$ cat src/design/adll_pkg.sv
// ----------------------------------------------------------------------------
// adll_pkg: shared types and codes for the array doubly linked list core
// Slot geometry, operation, status and command codes, and the controller
// to datapath status bundle.
// ----------------------------------------------------------------------------
package adll_pkg;

  localparam int SLOTS   = 32;
  localparam int SLOT_W  = 5;
  localparam int LINK_W  = 6;
  localparam int DATA_W  = 32;
  localparam int COUNT_W = 6;
  localparam int STEP_W  = 7;

  // A link equal to the slot count means "no neighbor".
  localparam logic [LINK_W-1:0] NONE_LINK = LINK_W'(SLOTS);

  typedef logic [2:0]         mode_t;
  typedef logic [1:0]         status_t;
  typedef logic [SLOT_W-1:0]  slot_t;
  typedef logic [LINK_W-1:0]  link_t;
  typedef logic [DATA_W-1:0]  data_t;
  typedef logic [COUNT_W-1:0] count_t;

  // Operation codes.
  localparam mode_t M_APPEND   = 3'd0;
  localparam mode_t M_PREPEND  = 3'd1;
  localparam mode_t M_INSERT   = 3'd2;
  localparam mode_t M_ERASE    = 3'd3;
  localparam mode_t M_ADVANCE  = 3'd4;
  localparam mode_t M_SIZE     = 3'd5;
  localparam mode_t M_CLEAR    = 3'd6;

  // Result status codes.
  localparam status_t ST_OK       = 2'd0;
  localparam status_t ST_FULL     = 2'd1;
  localparam status_t ST_BAD_REF  = 2'd2;
  localparam status_t ST_WALK_OFF = 2'd3;

  // Datapath commands issued by the controller, one per cycle.
  typedef logic [3:0] adll_cmd_t;
  localparam adll_cmd_t C_NOP       = 4'd0;
  localparam adll_cmd_t C_LOAD      = 4'd1;
  localparam adll_cmd_t C_ALLOC     = 4'd2;
  localparam adll_cmd_t C_LINK      = 4'd3;
  localparam adll_cmd_t C_UNLINK    = 4'd4;
  localparam adll_cmd_t C_ERASE_FIN = 4'd5;
  localparam adll_cmd_t C_WALK      = 4'd6;
  localparam adll_cmd_t C_ADV_FIN   = 4'd7;
  localparam adll_cmd_t C_FULL      = 4'd8;
  localparam adll_cmd_t C_BAD_REF   = 4'd9;
  localparam adll_cmd_t C_WALK_OFF  = 4'd10;
  localparam adll_cmd_t C_SIZE      = 4'd11;
  localparam adll_cmd_t C_CLEAR     = 4'd12;

  typedef struct packed {
    mode_t mode;
    logic  full;
    logic  ref_ok;
    logic  link_none;
    logic  steps_zero;
    logic  out_free;
  } adll_stat_t;

endpackage

$ cat src/design/adll_if.sv
// ----------------------------------------------------------------------------
// adll_if: valid/ready channels of the array doubly linked list core
// One interface for the operation channel and one for the result channel.
// ----------------------------------------------------------------------------
interface adll_in_if import adll_pkg::*; ();
  logic              valid;
  logic              ready;
  mode_t             mode;
  data_t             payload;
  slot_t             ref_slot;
  logic signed [6:0] step;

  modport source (output valid, output mode, output payload, output ref_slot,
                  output step, input ready);
  modport sink   (input valid, input mode, input payload, input ref_slot,
                  input step, output ready);
endinterface

interface adll_out_if import adll_pkg::*; ();
  logic    valid;
  logic    ready;
  status_t status;
  logic    slot_valid;
  slot_t   result_slot;
  data_t   payload_out;
  count_t  entry_count;

  modport source (output valid, output status, output slot_valid,
                  output result_slot, output payload_out, output entry_count,
                  input ready);
  modport sink   (input valid, input status, input slot_valid,
                  input result_slot, input payload_out, input entry_count,
                  output ready);
endinterface

$ cat src/design/adll_ctrl.sv
// ----------------------------------------------------------------------------
// adll_ctrl: operation sequencer
// Takes one operation at a time and steps the datapath through it.
// ----------------------------------------------------------------------------
module adll_ctrl import adll_pkg::*; (
  input  logic       clk,
  input  logic       rst_n,
  input  logic       in_valid,
  output logic       in_ready,
  input  adll_stat_t stat,
  output adll_cmd_t  cmd
);

  localparam logic [2:0] S_IDLE  = 3'd0;
  localparam logic [2:0] S_DISP  = 3'd1;
  localparam logic [2:0] S_LINK  = 3'd2;
  localparam logic [2:0] S_ERFIN = 3'd3;
  localparam logic [2:0] S_WALK  = 3'd4;

  logic [2:0] state_r, state_nxt;

  assign in_ready = (state_r == S_IDLE);

  always_comb begin
    cmd       = C_NOP;
    state_nxt = state_r;
    unique case (state_r)
      S_IDLE: begin
        if (in_valid) begin
          cmd       = C_LOAD;
          state_nxt = S_DISP;
        end
      end
      S_DISP: begin
        case (stat.mode) inside
          M_APPEND, M_PREPEND, M_INSERT: begin
            if (stat.mode == M_INSERT && !stat.ref_ok) begin
              if (stat.out_free) begin
                cmd       = C_BAD_REF;
                state_nxt = S_IDLE;
              end
            end else if (stat.full) begin
              if (stat.out_free) begin
                cmd       = C_FULL;
                state_nxt = S_IDLE;
              end
            end else begin
              cmd       = C_ALLOC;
              state_nxt = S_LINK;
            end
          end
          M_ERASE: begin
            if (!stat.ref_ok) begin
              if (stat.out_free) begin
                cmd       = C_BAD_REF;
                state_nxt = S_IDLE;
              end
            end else begin
              cmd       = C_UNLINK;
              state_nxt = S_ERFIN;
            end
          end
          M_ADVANCE: begin
            if (!stat.ref_ok) begin
              if (stat.out_free) begin
                cmd       = C_BAD_REF;
                state_nxt = S_IDLE;
              end
            end else begin
              state_nxt = S_WALK;
            end
          end
          M_CLEAR: begin
            if (stat.out_free) begin
              cmd       = C_CLEAR;
              state_nxt = S_IDLE;
            end
          end
          default: begin
            // Size and the unused code both just report the count.
            if (stat.out_free) begin
              cmd       = C_SIZE;
              state_nxt = S_IDLE;
            end
          end
        endcase
      end
      S_LINK: begin
        if (stat.out_free) begin
          cmd       = C_LINK;
          state_nxt = S_IDLE;
        end
      end
      S_ERFIN: begin
        if (stat.out_free) begin
          cmd       = C_ERASE_FIN;
          state_nxt = S_IDLE;
        end
      end
      S_WALK: begin
        if (stat.steps_zero) begin
          if (stat.out_free) begin
            cmd       = C_ADV_FIN;
            state_nxt = S_IDLE;
          end
        end else if (stat.link_none) begin
          if (stat.out_free) begin
            cmd       = C_WALK_OFF;
            state_nxt = S_IDLE;
          end
        end else begin
          cmd = C_WALK;
        end
      end
      default: begin
        state_nxt = S_IDLE;
      end
    endcase
  end

  always_ff @(posedge clk) begin
    if (!rst_n) begin
      state_r <= S_IDLE;
    end else begin
      state_r <= state_nxt;
    end
  end

endmodule

$ cat src/design/adll_dpath.sv
// ----------------------------------------------------------------------------
// adll_dpath: slot store, free map, list ends and result register
// Executes one controller command per cycle.
// ----------------------------------------------------------------------------
module adll_dpath import adll_pkg::*; (
  input  logic              clk,
  input  logic              rst_n,
  input  adll_cmd_t         cmd,
  output adll_stat_t        stat,
  input  mode_t             in_mode,
  input  data_t             in_payload,
  input  slot_t             in_ref_slot,
  input  logic signed [6:0] in_step,
  output logic              out_valid,
  input  logic              out_ready,
  output status_t           out_status,
  output logic              out_slot_valid,
  output slot_t             out_result_slot,
  output data_t             out_payload_out,
  output count_t            out_entry_count
);

  // Slot store: one write and one read port each, read data registered.
  data_t pay_mem  [SLOTS];
  link_t next_mem [SLOTS];
  link_t prev_mem [SLOTS];

  data_t rd_pay_r;
  link_t rd_next_r, rd_prev_r;

  logic [SLOTS-1:0] free_r;
  link_t            head_r, tail_r;
  count_t           count_r;

  mode_t             mode_r;
  data_t             data_r;
  slot_t             ref_r;
  logic [STEP_W-1:0] steps_r;
  logic              dir_r;
  slot_t             new_r;
  link_t             p_r;
  link_t             cur_r;

  logic    out_valid_r;
  status_t out_status_r;
  logic    out_slot_valid_r;
  slot_t   out_slot_r;
  data_t   out_payload_r;
  count_t  out_count_r;

  slot_t free_idx;
  link_t walk_link;
  link_t erase_sel;
  logic  out_free;

  logic  rd_en;
  slot_t rd_addr;
  logic  pay_we;
  logic  next_we, prev_we;
  slot_t next_wa, prev_wa;
  link_t next_wd, prev_wd;

  logic    res_we;
  status_t res_status;
  logic    res_valid;
  slot_t   res_slot;
  data_t   res_payload;
  count_t  res_count;

  logic [STEP_W-1:0] step_mag;

  // Lowest free slot.
  always_comb begin
    free_idx = '0;
    for (int k = SLOTS - 1; k >= 0; k--) begin
      if (free_r[k]) free_idx = SLOT_W'(k);
    end
  end

  assign walk_link = dir_r ? rd_next_r : rd_prev_r;
  assign erase_sel = (rd_next_r != NONE_LINK) ? rd_next_r : rd_prev_r;
  assign out_free  = !out_valid_r || out_ready;
  assign step_mag  = in_step[6] ? (~in_step + 7'sd1) : in_step;

  assign stat.mode       = mode_r;
  assign stat.full       = ~|free_r;
  assign stat.ref_ok     = ~free_r[ref_r];
  assign stat.link_none  = (walk_link >= NONE_LINK);
  assign stat.steps_zero = (steps_r == '0);
  assign stat.out_free   = out_free;

  // Memory port control.
  always_comb begin
    rd_en   = 1'b0;
    rd_addr = in_ref_slot;
    pay_we  = 1'b0;
    next_we = 1'b0;
    prev_we = 1'b0;
    next_wa = free_idx;
    prev_wa = free_idx;
    next_wd = NONE_LINK;
    prev_wd = NONE_LINK;
    unique case (cmd)
      C_LOAD: begin
        rd_en = 1'b1;
      end
      C_ALLOC: begin
        pay_we  = 1'b1;
        next_we = 1'b1;
        prev_we = 1'b1;
        case (mode_r)
          M_APPEND: begin
            next_wd = NONE_LINK;
            prev_wd = tail_r;
          end
          M_PREPEND: begin
            next_wd = head_r;
            prev_wd = NONE_LINK;
          end
          default: begin
            next_wd = {1'b0, ref_r};
            prev_wd = rd_prev_r;
          end
        endcase
      end
      C_LINK: begin
        case (mode_r)
          M_APPEND: begin
            next_we = (tail_r != NONE_LINK);
            next_wa = tail_r[SLOT_W-1:0];
            next_wd = {1'b0, new_r};
          end
          M_PREPEND: begin
            prev_we = (head_r != NONE_LINK);
            prev_wa = head_r[SLOT_W-1:0];
            prev_wd = {1'b0, new_r};
          end
          default: begin
            prev_we = 1'b1;
            prev_wa = ref_r;
            prev_wd = {1'b0, new_r};
            next_we = (p_r != NONE_LINK);
            next_wa = p_r[SLOT_W-1:0];
            next_wd = {1'b0, new_r};
          end
        endcase
      end
      C_UNLINK: begin
        next_we = (rd_prev_r != NONE_LINK);
        next_wa = rd_prev_r[SLOT_W-1:0];
        next_wd = rd_next_r;
        prev_we = (rd_next_r != NONE_LINK);
        prev_wa = rd_next_r[SLOT_W-1:0];
        prev_wd = rd_prev_r;
        rd_en   = 1'b1;
        rd_addr = erase_sel[SLOT_W-1:0];
      end
      C_WALK: begin
        rd_en   = 1'b1;
        rd_addr = walk_link[SLOT_W-1:0];
      end
      default: begin
      end
    endcase
  end

  always_ff @(posedge clk) begin
    if (pay_we) pay_mem[free_idx] <= data_r;
    if (next_we) next_mem[next_wa] <= next_wd;
    if (prev_we) prev_mem[prev_wa] <= prev_wd;
    if (rd_en) begin
      rd_pay_r  <= pay_mem[rd_addr];
      rd_next_r <= next_mem[rd_addr];
      rd_prev_r <= prev_mem[rd_addr];
    end
  end

  // Result decode for the commands that finish an operation.
  always_comb begin
    res_we      = 1'b1;
    res_status  = ST_OK;
    res_valid   = 1'b0;
    res_slot    = '0;
    res_payload = '0;
    res_count   = count_r;
    unique case (cmd)
      C_LINK: begin
        res_valid   = 1'b1;
        res_slot    = new_r;
        res_payload = data_r;
        res_count   = count_r + 1'b1;
      end
      C_ERASE_FIN: begin
        if (cur_r != NONE_LINK) begin
          res_valid   = 1'b1;
          res_slot    = cur_r[SLOT_W-1:0];
          res_payload = rd_pay_r;
        end
      end
      C_ADV_FIN: begin
        res_valid   = 1'b1;
        res_slot    = cur_r[SLOT_W-1:0];
        res_payload = rd_pay_r;
      end
      C_FULL:     res_status = ST_FULL;
      C_BAD_REF:  res_status = ST_BAD_REF;
      C_WALK_OFF: res_status = ST_WALK_OFF;
      C_SIZE:     res_status = ST_OK;
      C_CLEAR:    res_count  = '0;
      default:    res_we     = 1'b0;
    endcase
  end

  // Operation registers and list ends.
  always_ff @(posedge clk) begin
    case (cmd)
      C_LOAD: begin
        mode_r  <= in_mode;
        data_r  <= in_payload;
        ref_r   <= in_ref_slot;
        steps_r <= step_mag;
        dir_r   <= ~in_step[6];
        cur_r   <= {1'b0, in_ref_slot};
      end
      C_ALLOC: begin
        new_r <= free_idx;
        p_r   <= rd_prev_r;
      end
      C_UNLINK: begin
        cur_r <= erase_sel;
      end
      C_WALK: begin
        cur_r   <= walk_link;
        steps_r <= steps_r - 1'b1;
      end
      default: begin
      end
    endcase
    if (res_we) begin
      out_status_r     <= res_status;
      out_slot_valid_r <= res_valid;
      out_slot_r       <= res_slot;
      out_payload_r    <= res_payload;
      out_count_r      <= res_count;
    end
  end

  always_ff @(posedge clk) begin
    if (!rst_n) begin
      free_r      <= '1;
      head_r      <= NONE_LINK;
      tail_r      <= NONE_LINK;
      count_r     <= '0;
      out_valid_r <= 1'b0;
    end else begin
      if (res_we) begin
        out_valid_r <= 1'b1;
      end else if (out_ready) begin
        out_valid_r <= 1'b0;
      end
      case (cmd)
        C_ALLOC: begin
          free_r[free_idx] <= 1'b0;
        end
        C_LINK: begin
          count_r <= count_r + 1'b1;
          case (mode_r)
            M_APPEND: begin
              if (tail_r == NONE_LINK) head_r <= {1'b0, new_r};
              tail_r <= {1'b0, new_r};
            end
            M_PREPEND: begin
              if (head_r == NONE_LINK) tail_r <= {1'b0, new_r};
              head_r <= {1'b0, new_r};
            end
            default: begin
              if (p_r == NONE_LINK) head_r <= {1'b0, new_r};
            end
          endcase
        end
        C_UNLINK: begin
          if (rd_prev_r == NONE_LINK) head_r <= rd_next_r;
          if (rd_next_r == NONE_LINK) tail_r <= rd_prev_r;
          free_r[ref_r] <= 1'b1;
          if (count_r != '0) count_r <= count_r - 1'b1;
        end
        C_CLEAR: begin
          free_r  <= '1;
          head_r  <= NONE_LINK;
          tail_r  <= NONE_LINK;
          count_r <= '0;
        end
        default: begin
        end
      endcase
    end
  end

  assign out_valid       = out_valid_r;
  assign out_status      = out_status_r;
  assign out_slot_valid  = out_slot_valid_r;
  assign out_result_slot = out_slot_r;
  assign out_payload_out = out_payload_r;
  assign out_entry_count = out_count_r;

  // Between operations every slot is either free or on the list.
  a_slot_balance: assert property (@(posedge clk) disable iff (!rst_n)
    (cmd == C_LOAD) |-> ($countones(free_r) + int'(count_r) == SLOTS))
    else $error("free map and link count disagree");

  // Between operations the list ends are empty exactly when the count is zero.
  a_ends_match_count: assert property (@(posedge clk) disable iff (!rst_n)
    (cmd == C_LOAD) |-> (((head_r == NONE_LINK) == (count_r == '0)) &&
                         ((tail_r == NONE_LINK) == (count_r == '0))))
    else $error("list ends inconsistent with link count");

  // A result is only written when the output register can take it.
  a_result_room: assert property (@(posedge clk) disable iff (!rst_n)
    res_we |-> out_free)
    else $error("result written over a pending transfer");

  // A walk step never follows a missing link or runs past the step count.
  a_walk_legal: assert property (@(posedge clk) disable iff (!rst_n)
    (cmd == C_WALK) |-> (!stat.steps_zero && !stat.link_none))
    else $error("illegal walk step");

  // Allocation only happens with a free slot.
  a_alloc_room: assert property (@(posedge clk) disable iff (!rst_n)
    (cmd == C_ALLOC) |-> (free_r != '0))
    else $error("allocation from a full store");

endmodule

$ cat src/design/array_doubly_linked_list_core.sv
// One operation at a time; the next transfer can be taken once the previous
// result is registered. Every link walk step goes through the single read
// port of the slot store.
// Reset (synchronous, active low): empty list, every slot free, no result.
// ----------------------------------------------------------------------------
// array_doubly_linked_list_core: doubly linked list in a fixed slot store
// A controller sequences each operation through a datapath that holds the
// slot payloads, next and previous links, the free map and the list ends.
// ----------------------------------------------------------------------------
module array_doubly_linked_list_core import adll_pkg::*; (
  input  logic       clk,
  input  logic       rst_n,
  adll_in_if.sink    in_chan,
  adll_out_if.source out_chan
);

  // The controller and the datapath talk only through one command code per
  // cycle and a small status bundle coming back.
  adll_cmd_t  cmd;
  adll_stat_t stat;

  // The sequencer owns the input ready: one operation is in flight at a
  // time, and a new transfer is taken as soon as the previous operation has
  // placed its result in the output register, even if that result has not
  // yet been taken downstream.
  adll_ctrl u_ctrl (
    .clk      (clk),
    .rst_n    (rst_n),
    .in_valid (in_chan.valid),
    .in_ready (in_chan.ready),
    .stat     (stat),
    .cmd      (cmd)
  );

  // The datapath captures the operation on the transfer cycle, reads the
  // reference slot's links at the same time, and holds the result register
  // that drives the output channel.
  adll_dpath u_dpath (
    .clk             (clk),
    .rst_n           (rst_n),
    .cmd             (cmd),
    .stat            (stat),
    .in_mode         (in_chan.mode),
    .in_payload      (in_chan.payload),
    .in_ref_slot     (in_chan.ref_slot),
    .in_step         (in_chan.step),
    .out_valid       (out_chan.valid),
    .out_ready       (out_chan.ready),
    .out_status      (out_chan.status),
    .out_slot_valid  (out_chan.slot_valid),
    .out_result_slot (out_chan.result_slot),
    .out_payload_out (out_chan.payload_out),
    .out_entry_count (out_chan.entry_count)
  );

endmodule
$ cat src/flat_wrapper.sv
// flat-port wrapper written by rule: the top's interface ports become plain ports
module array_doubly_linked_list_core_flat import adll_pkg::*;
  (clk, rst_n, in_chan_valid, in_chan_mode, in_chan_payload, in_chan_ref_slot, in_chan_step, in_chan_ready, out_chan_valid, out_chan_status, out_chan_slot_valid, out_chan_result_slot, out_chan_payload_out, out_chan_entry_count, out_chan_ready);
  adll_in_if in_chan_i ();
  adll_out_if out_chan_i ();
  input  logic clk;
  input  logic rst_n;
  input wire logic [$bits(in_chan_i.valid)-1:0] in_chan_valid;
  input wire logic [$bits(in_chan_i.mode)-1:0] in_chan_mode;
  input wire logic [$bits(in_chan_i.payload)-1:0] in_chan_payload;
  input wire logic [$bits(in_chan_i.ref_slot)-1:0] in_chan_ref_slot;
  input wire logic [$bits(in_chan_i.step)-1:0] in_chan_step;
  output wire logic [$bits(in_chan_i.ready)-1:0] in_chan_ready;
  output wire logic [$bits(out_chan_i.valid)-1:0] out_chan_valid;
  output wire logic [$bits(out_chan_i.status)-1:0] out_chan_status;
  output wire logic [$bits(out_chan_i.slot_valid)-1:0] out_chan_slot_valid;
  output wire logic [$bits(out_chan_i.result_slot)-1:0] out_chan_result_slot;
  output wire logic [$bits(out_chan_i.payload_out)-1:0] out_chan_payload_out;
  output wire logic [$bits(out_chan_i.entry_count)-1:0] out_chan_entry_count;
  input wire logic [$bits(out_chan_i.ready)-1:0] out_chan_ready;
  assign in_chan_i.valid = in_chan_valid;
  assign in_chan_i.mode = in_chan_mode;
  assign in_chan_i.payload = in_chan_payload;
  assign in_chan_i.ref_slot = in_chan_ref_slot;
  assign in_chan_i.step = in_chan_step;
  assign in_chan_ready = in_chan_i.ready;
  assign out_chan_valid = out_chan_i.valid;
  assign out_chan_status = out_chan_i.status;
  assign out_chan_slot_valid = out_chan_i.slot_valid;
  assign out_chan_result_slot = out_chan_i.result_slot;
  assign out_chan_payload_out = out_chan_i.payload_out;
  assign out_chan_entry_count = out_chan_i.entry_count;
  assign out_chan_i.ready = out_chan_ready;
  array_doubly_linked_list_core u_core (.clk(clk), .rst_n(rst_n), .in_chan(in_chan_i), .out_chan(out_chan_i));
endmodule
$ cat config.mk
export PLATFORM = sky130hd
export DESIGN_NAME = array_doubly_linked_list_core_flat
export DESIGN_NICKNAME = d
export VERILOG_FILES = /design/src/design/adll_pkg.sv /design/src/design/adll_if.sv /design/src/design/adll_ctrl.sv /design/src/design/adll_dpath.sv /design/src/design/array_doubly_linked_list_core.sv /design/src/flat_wrapper.sv
export SDC_FILE = /design/constraint.sdc
export NUM_CORES = 2
export LEC_CHECK = 0
export BUFFER_PORTS_ARGS = -buffer_cell sky130_fd_sc_hd__buf_2
export CORE_UTILIZATION = 59
export DETAILED_ROUTE_END_ITERATION = 10
export GPL_TIMING_DRIVEN = 0
export PLACE_DENSITY_LB_ADDON = 0.05
export SYNTH_ARGS = -nofsm -noshare
export SYNTH_HDL_FRONTEND = slang
export SYNTH_HIERARCHICAL = 1
export SYNTH_SLANG_ARGS = --single-unit
$ cat constraint.sdc
create_clock -name clk -period 10.7 [get_ports clk]
set_clock_uncertainty 0.15 [all_clocks]
set_input_delay 1.605 -clock clk [delete_from_list [all_inputs] [get_ports clk]]
set_output_delay 1.605 -clock clk [all_outputs]
set_load 0.01 [all_outputs]
==> results.json <==
{
  "outcome": "finished with violations",
  "violations": "max-capacitance violations, max-slew violations",
  "period_share": 0.8110,
  "pwr-share-comb": 0.093,
  "arrival_ns": 9.02,
  "crit_buf_inv": 6,
  "grt_pass1_wl_mm": 279.9,
  "critPathMaxStageDelay_ns": 1.19,
  "crit_fanout": 10,
  "drv_slew": 11,
  "viasPerCell": 6.486,
  "grt_pass1_vias": 39620,
  "p_leak_nw": 26.49,
  "route.final.wire_length_mm": 198.3,
  "crit_top_cell": "clkbuf_1",
  "drt-wirelength-per-cell_um": 30.72,
  "synth_top_family_by_area": "simple AND/OR/NAND/NOR gates",
  "syn_avg_cell_area_um2": 14.70,
  "muxShareOfSynthArea": 0.08404,
  "rsz0062_at_grt": "no",
  "dr.pass1.iters": 8,
  "synth_simple_gate_area_frac": 0.09500,
  "fillCellCount": 7753,
  "crit_path_end_kind": "flop",
  "place.gp.congestion": 0.9605,
  "layout_setup_ws_ns": 2.022,
  "synth-warning-count": 6,
  "fin_setup_tns_ns": 0,
  "clk_pin_slew_worst_paths_ns": 0.06,
  "ys.flop_type": "edfxtp_1",
  "synthDistinctLibCells": 80,
  "intPower_mw": 10.74,
  "ys_ff_latch": 1617,
  "worst_pin_slew_ns": 1.514,
  "cts_resized": 0,
  "dieArea_mm2": 0.1133,
  "fp.dieH_um": 336.7,
  "netSwitchingFraction": 0.2464,
  "synth_edf_count": 1563,
  "num_rows": 122,
  "layout-drive-gt1-share": 0.1310,
  "seq_power_share": 0.526,
  "final_hold_viol_count": 0,
  "worst_skew_pair.late_latency_ns": 0.78,
  "p_total_mw": 14.25,
  "synth_area_mm2": 0.06608,
  "p_switching_mw": 3.512,
  "powerDensity_mw_per_mm2": 190.6,
  "required_ns": 11.05,
  "critPathSlowestCell": "nand3_1",
  "synth_nets": 4552,
  "fmax_mhz": 115.2,
  "maxSlewHeadroom": -0.009086,
  "grt_max_degree": 51,
  "setup_viol": 0,
  "synth-compound-area-share": 0.06654,
  "yosysSeqAreaShare": 0.7267,
  "drtIter0Drc": 6460,
  "postCtsHoldBufs": 0,
  "multi_input_area_mm2": 0.01665,
  "crit_path_start_kind": "flop",
  "drcViolationCount": 0,
  "post-cts-setup-buffers": 0,
  "async_reset_ff_frac": 0,
  "hold_ws_ns": 0.3660,
  "cts_tree": "yes",
  "num_io_pins": 99,
  "hp-class": "flop to flop",
  "synth_xor_area_frac": 0.001723,
  "clkPwrFrac": 0.381,
  "drv_cap": 1,
  "path_delay_family": "buffers and inverters",
  "num_vias": 41860,
  "criticalPathCategory": "flop to flop",
  "cts.sinks": 1617,
  "gr-total-overflow": 0,
  "initial_core_util": 0.5962,
  "htree_levels": 4,
  "fin_crit_ns": 8.678,
  "netlist.area_leader.share": 0.7103,
  "layout.nets": 4886,
  "numPortBuffers": 98,
  "post-synth-top-area-cell": "edfxtp_1",
  "die_x_um": 336.7,
  "final_antenna_net_count": 0,
  "syn_inst": 4495,
  "cts-root-buf": "clkbuf_16",
  "antenna_found_initial": 14,
  "synth.top_cells.by_area": "edfxtp_1, mux2i_1, nand2_1",
  "dpl.hpwl_mm": 136.3,
  "pre_cts_ws_ns": 2.362,
  "area_growth_pct": 13.16,
  "core-area_mm2": 0.1108,
  "post-route-util": 0.6747,
  "synthAdderAreaFrac": 0.001136,
  "clk_path_buf_depth": 3,
  "irDropWorstVdd_v": 0.0001652,
  "track_usage": 0.3524,
  "seqCellArea_mm2": 0.04802,
  "numCtsBuffers": 163,
  "path_cells": "clkbuf_1, mux4_2, o32ai_1, or4_1, inv_1, a221oi_1, nor3_1, o221a_2, buf_2, or3b_1, buf_2, a21oi_1, o21ai_0, o21ai_2, clkbuf_1, nand3_1, clkbuf_1, o22ai_1, nor4_2"
}
==> worst register-to-register path, stage by stage (launching register included) <==
cell and delay [ns]:
edfxtp_1 0.48, clkbuf_1 0.63, mux4_2 0.62, o32ai_1 0.26
or4_1 0.28, inv_1 0.10, a221oi_1 0.46, nor3_1 0.10
o221a_2 0.26, buf_2 0.19, or3b_1 0.37, buf_2 0.20
a21oi_1 0.15, o21ai_0 0.18, o21ai_2 0.56, clkbuf_1 0.95
nand3_1 1.20, clkbuf_1 0.55, o22ai_1 0.57, nor4_2 0.11
==> flip-flops by register name (all words and copies together) (netlist names), 7 cells and up <==
name	cells
u_core/u_dpath/out_payload_out	32
u_core/u_dpath/pay_mem	1024
u_core/u_dpath/prev_mem	192
u_core/u_dpath/next_mem	192
u_core/u_dpath/steps_r	7
u_core/u_dpath/free_r	32
u_core/u_dpath/rd_pay_r	32
u_core/u_dpath/data_r	32
==> cell usage in the layout (no fill, tap or decap), types with 30 or more instances in the layout <==
cell / count
a21oi_1: 75
a22o_1: 39
a31oi_1: 184
and3_1: 181
buf_2: 175
buf_4: 44
buf_6: 58
clkbuf_1: 170
clkbuf_16: 169
clkinv_1: 37
dfxtp_1: 54
edfxtp_1: 1563
inv_1: 38
mux2i_1: 530
nand2_1: 806
nand3_1: 30
nor2_1: 66
nor3_1: 74
nor4_2: 47
o21ai_0: 45
o22ai_1: 184
==> logic make-up after synthesis <==
family / count (synthesis)
adder cells (fa/ha/maj): 6
multiplexers: 544
buffers and inverters: 324
XOR/XNOR: 13
AND/OR/NAND/NOR: 1323
AO/OA/AOI/OAI: 668
flip-flops: 1617
==> layout make-up <==
cell class,instances,share of cell area
clock buffers,222,0.06056
clock inverters,76,0.007329
plain buffers,278,0.01969
flip-flops and latches,1617,0.6421
inverters,46,0.002343
repair buffers,169,0.02026
multi-input cells,2554,0.2226
diodes,4,0.0001339
well taps,1488,0.02490
==> stage by stage <==
step / cell area (um2) / instances
global route: 74760 / 6450
CTS: 74760 / 6450
global placement: 68430 / 6081
floorplan: 66080 / 4495
detailed placement: 69680 / 6152
finish: 74770 / 6454
==> synthesized netlist by cell type (39+ instances only) <==
library cell  instances
edfxtp_1           1563
nand2_1             807
mux2i_1             530
a31oi_1             184
o22ai_1             184
and3_1              181
clkbuf_1            127
nor3_1               87
nor2_1               85
buf_2                76
a21oi_1              75
dfxtp_1              54
o21ai_0              47
nor4_2               46
inv_1                40
a22o_1               39
==> power by group through the flow <==
stage / clock, mW / combinational, mW / sequential [mW]
after detailed placement: 0 / 1.29 / 7.62
after global routing: 5.72 / 1.38 / 7.51
after global placement: 0 / 1.24 / 7.62
after CTS: 5.48 / 1.29 / 7.48
after floorplan: 0 / 0.747 / 7.52
final: 5.43 / 1.33 / 7.49
==> routing by layer <==
layer	wire length [um]	global-route usage	vias to the layer above
met5	78	0	-
met4	7969	0.1387	10
met3	26120	0.09323	417
met2	86980	0.5175	2692
met1	77140	0.5048	20770
li1	-	-	17970
==> worst paths after layout <==
kind	from	endpoint	slack, ns	cells after the start
worst min-delay path	u_core/u_dpath/out_valid$_SDFFE_PN0P_	u_core/u_dpath/out_valid$_SDFFE_PN0P_	0.37	2
worst max register to register	u_core/u_dpath/ref_r[0]$_DFFE_PP_	u_core/u_dpath/rd_pay_r[16]$_DFFE_PP_	2.02	19
worst min register to register	u_core/u_dpath/out_valid$_SDFFE_PN0P_	u_core/u_dpath/out_valid$_SDFFE_PN0P_	0.37	2
worst max-delay path	u_core/u_dpath/ref_r[0]$_DFFE_PP_	u_core/u_dpath/rd_pay_r[16]$_DFFE_PP_	2.02	19
Note: power is estimated with default switching activity, not from simulation.
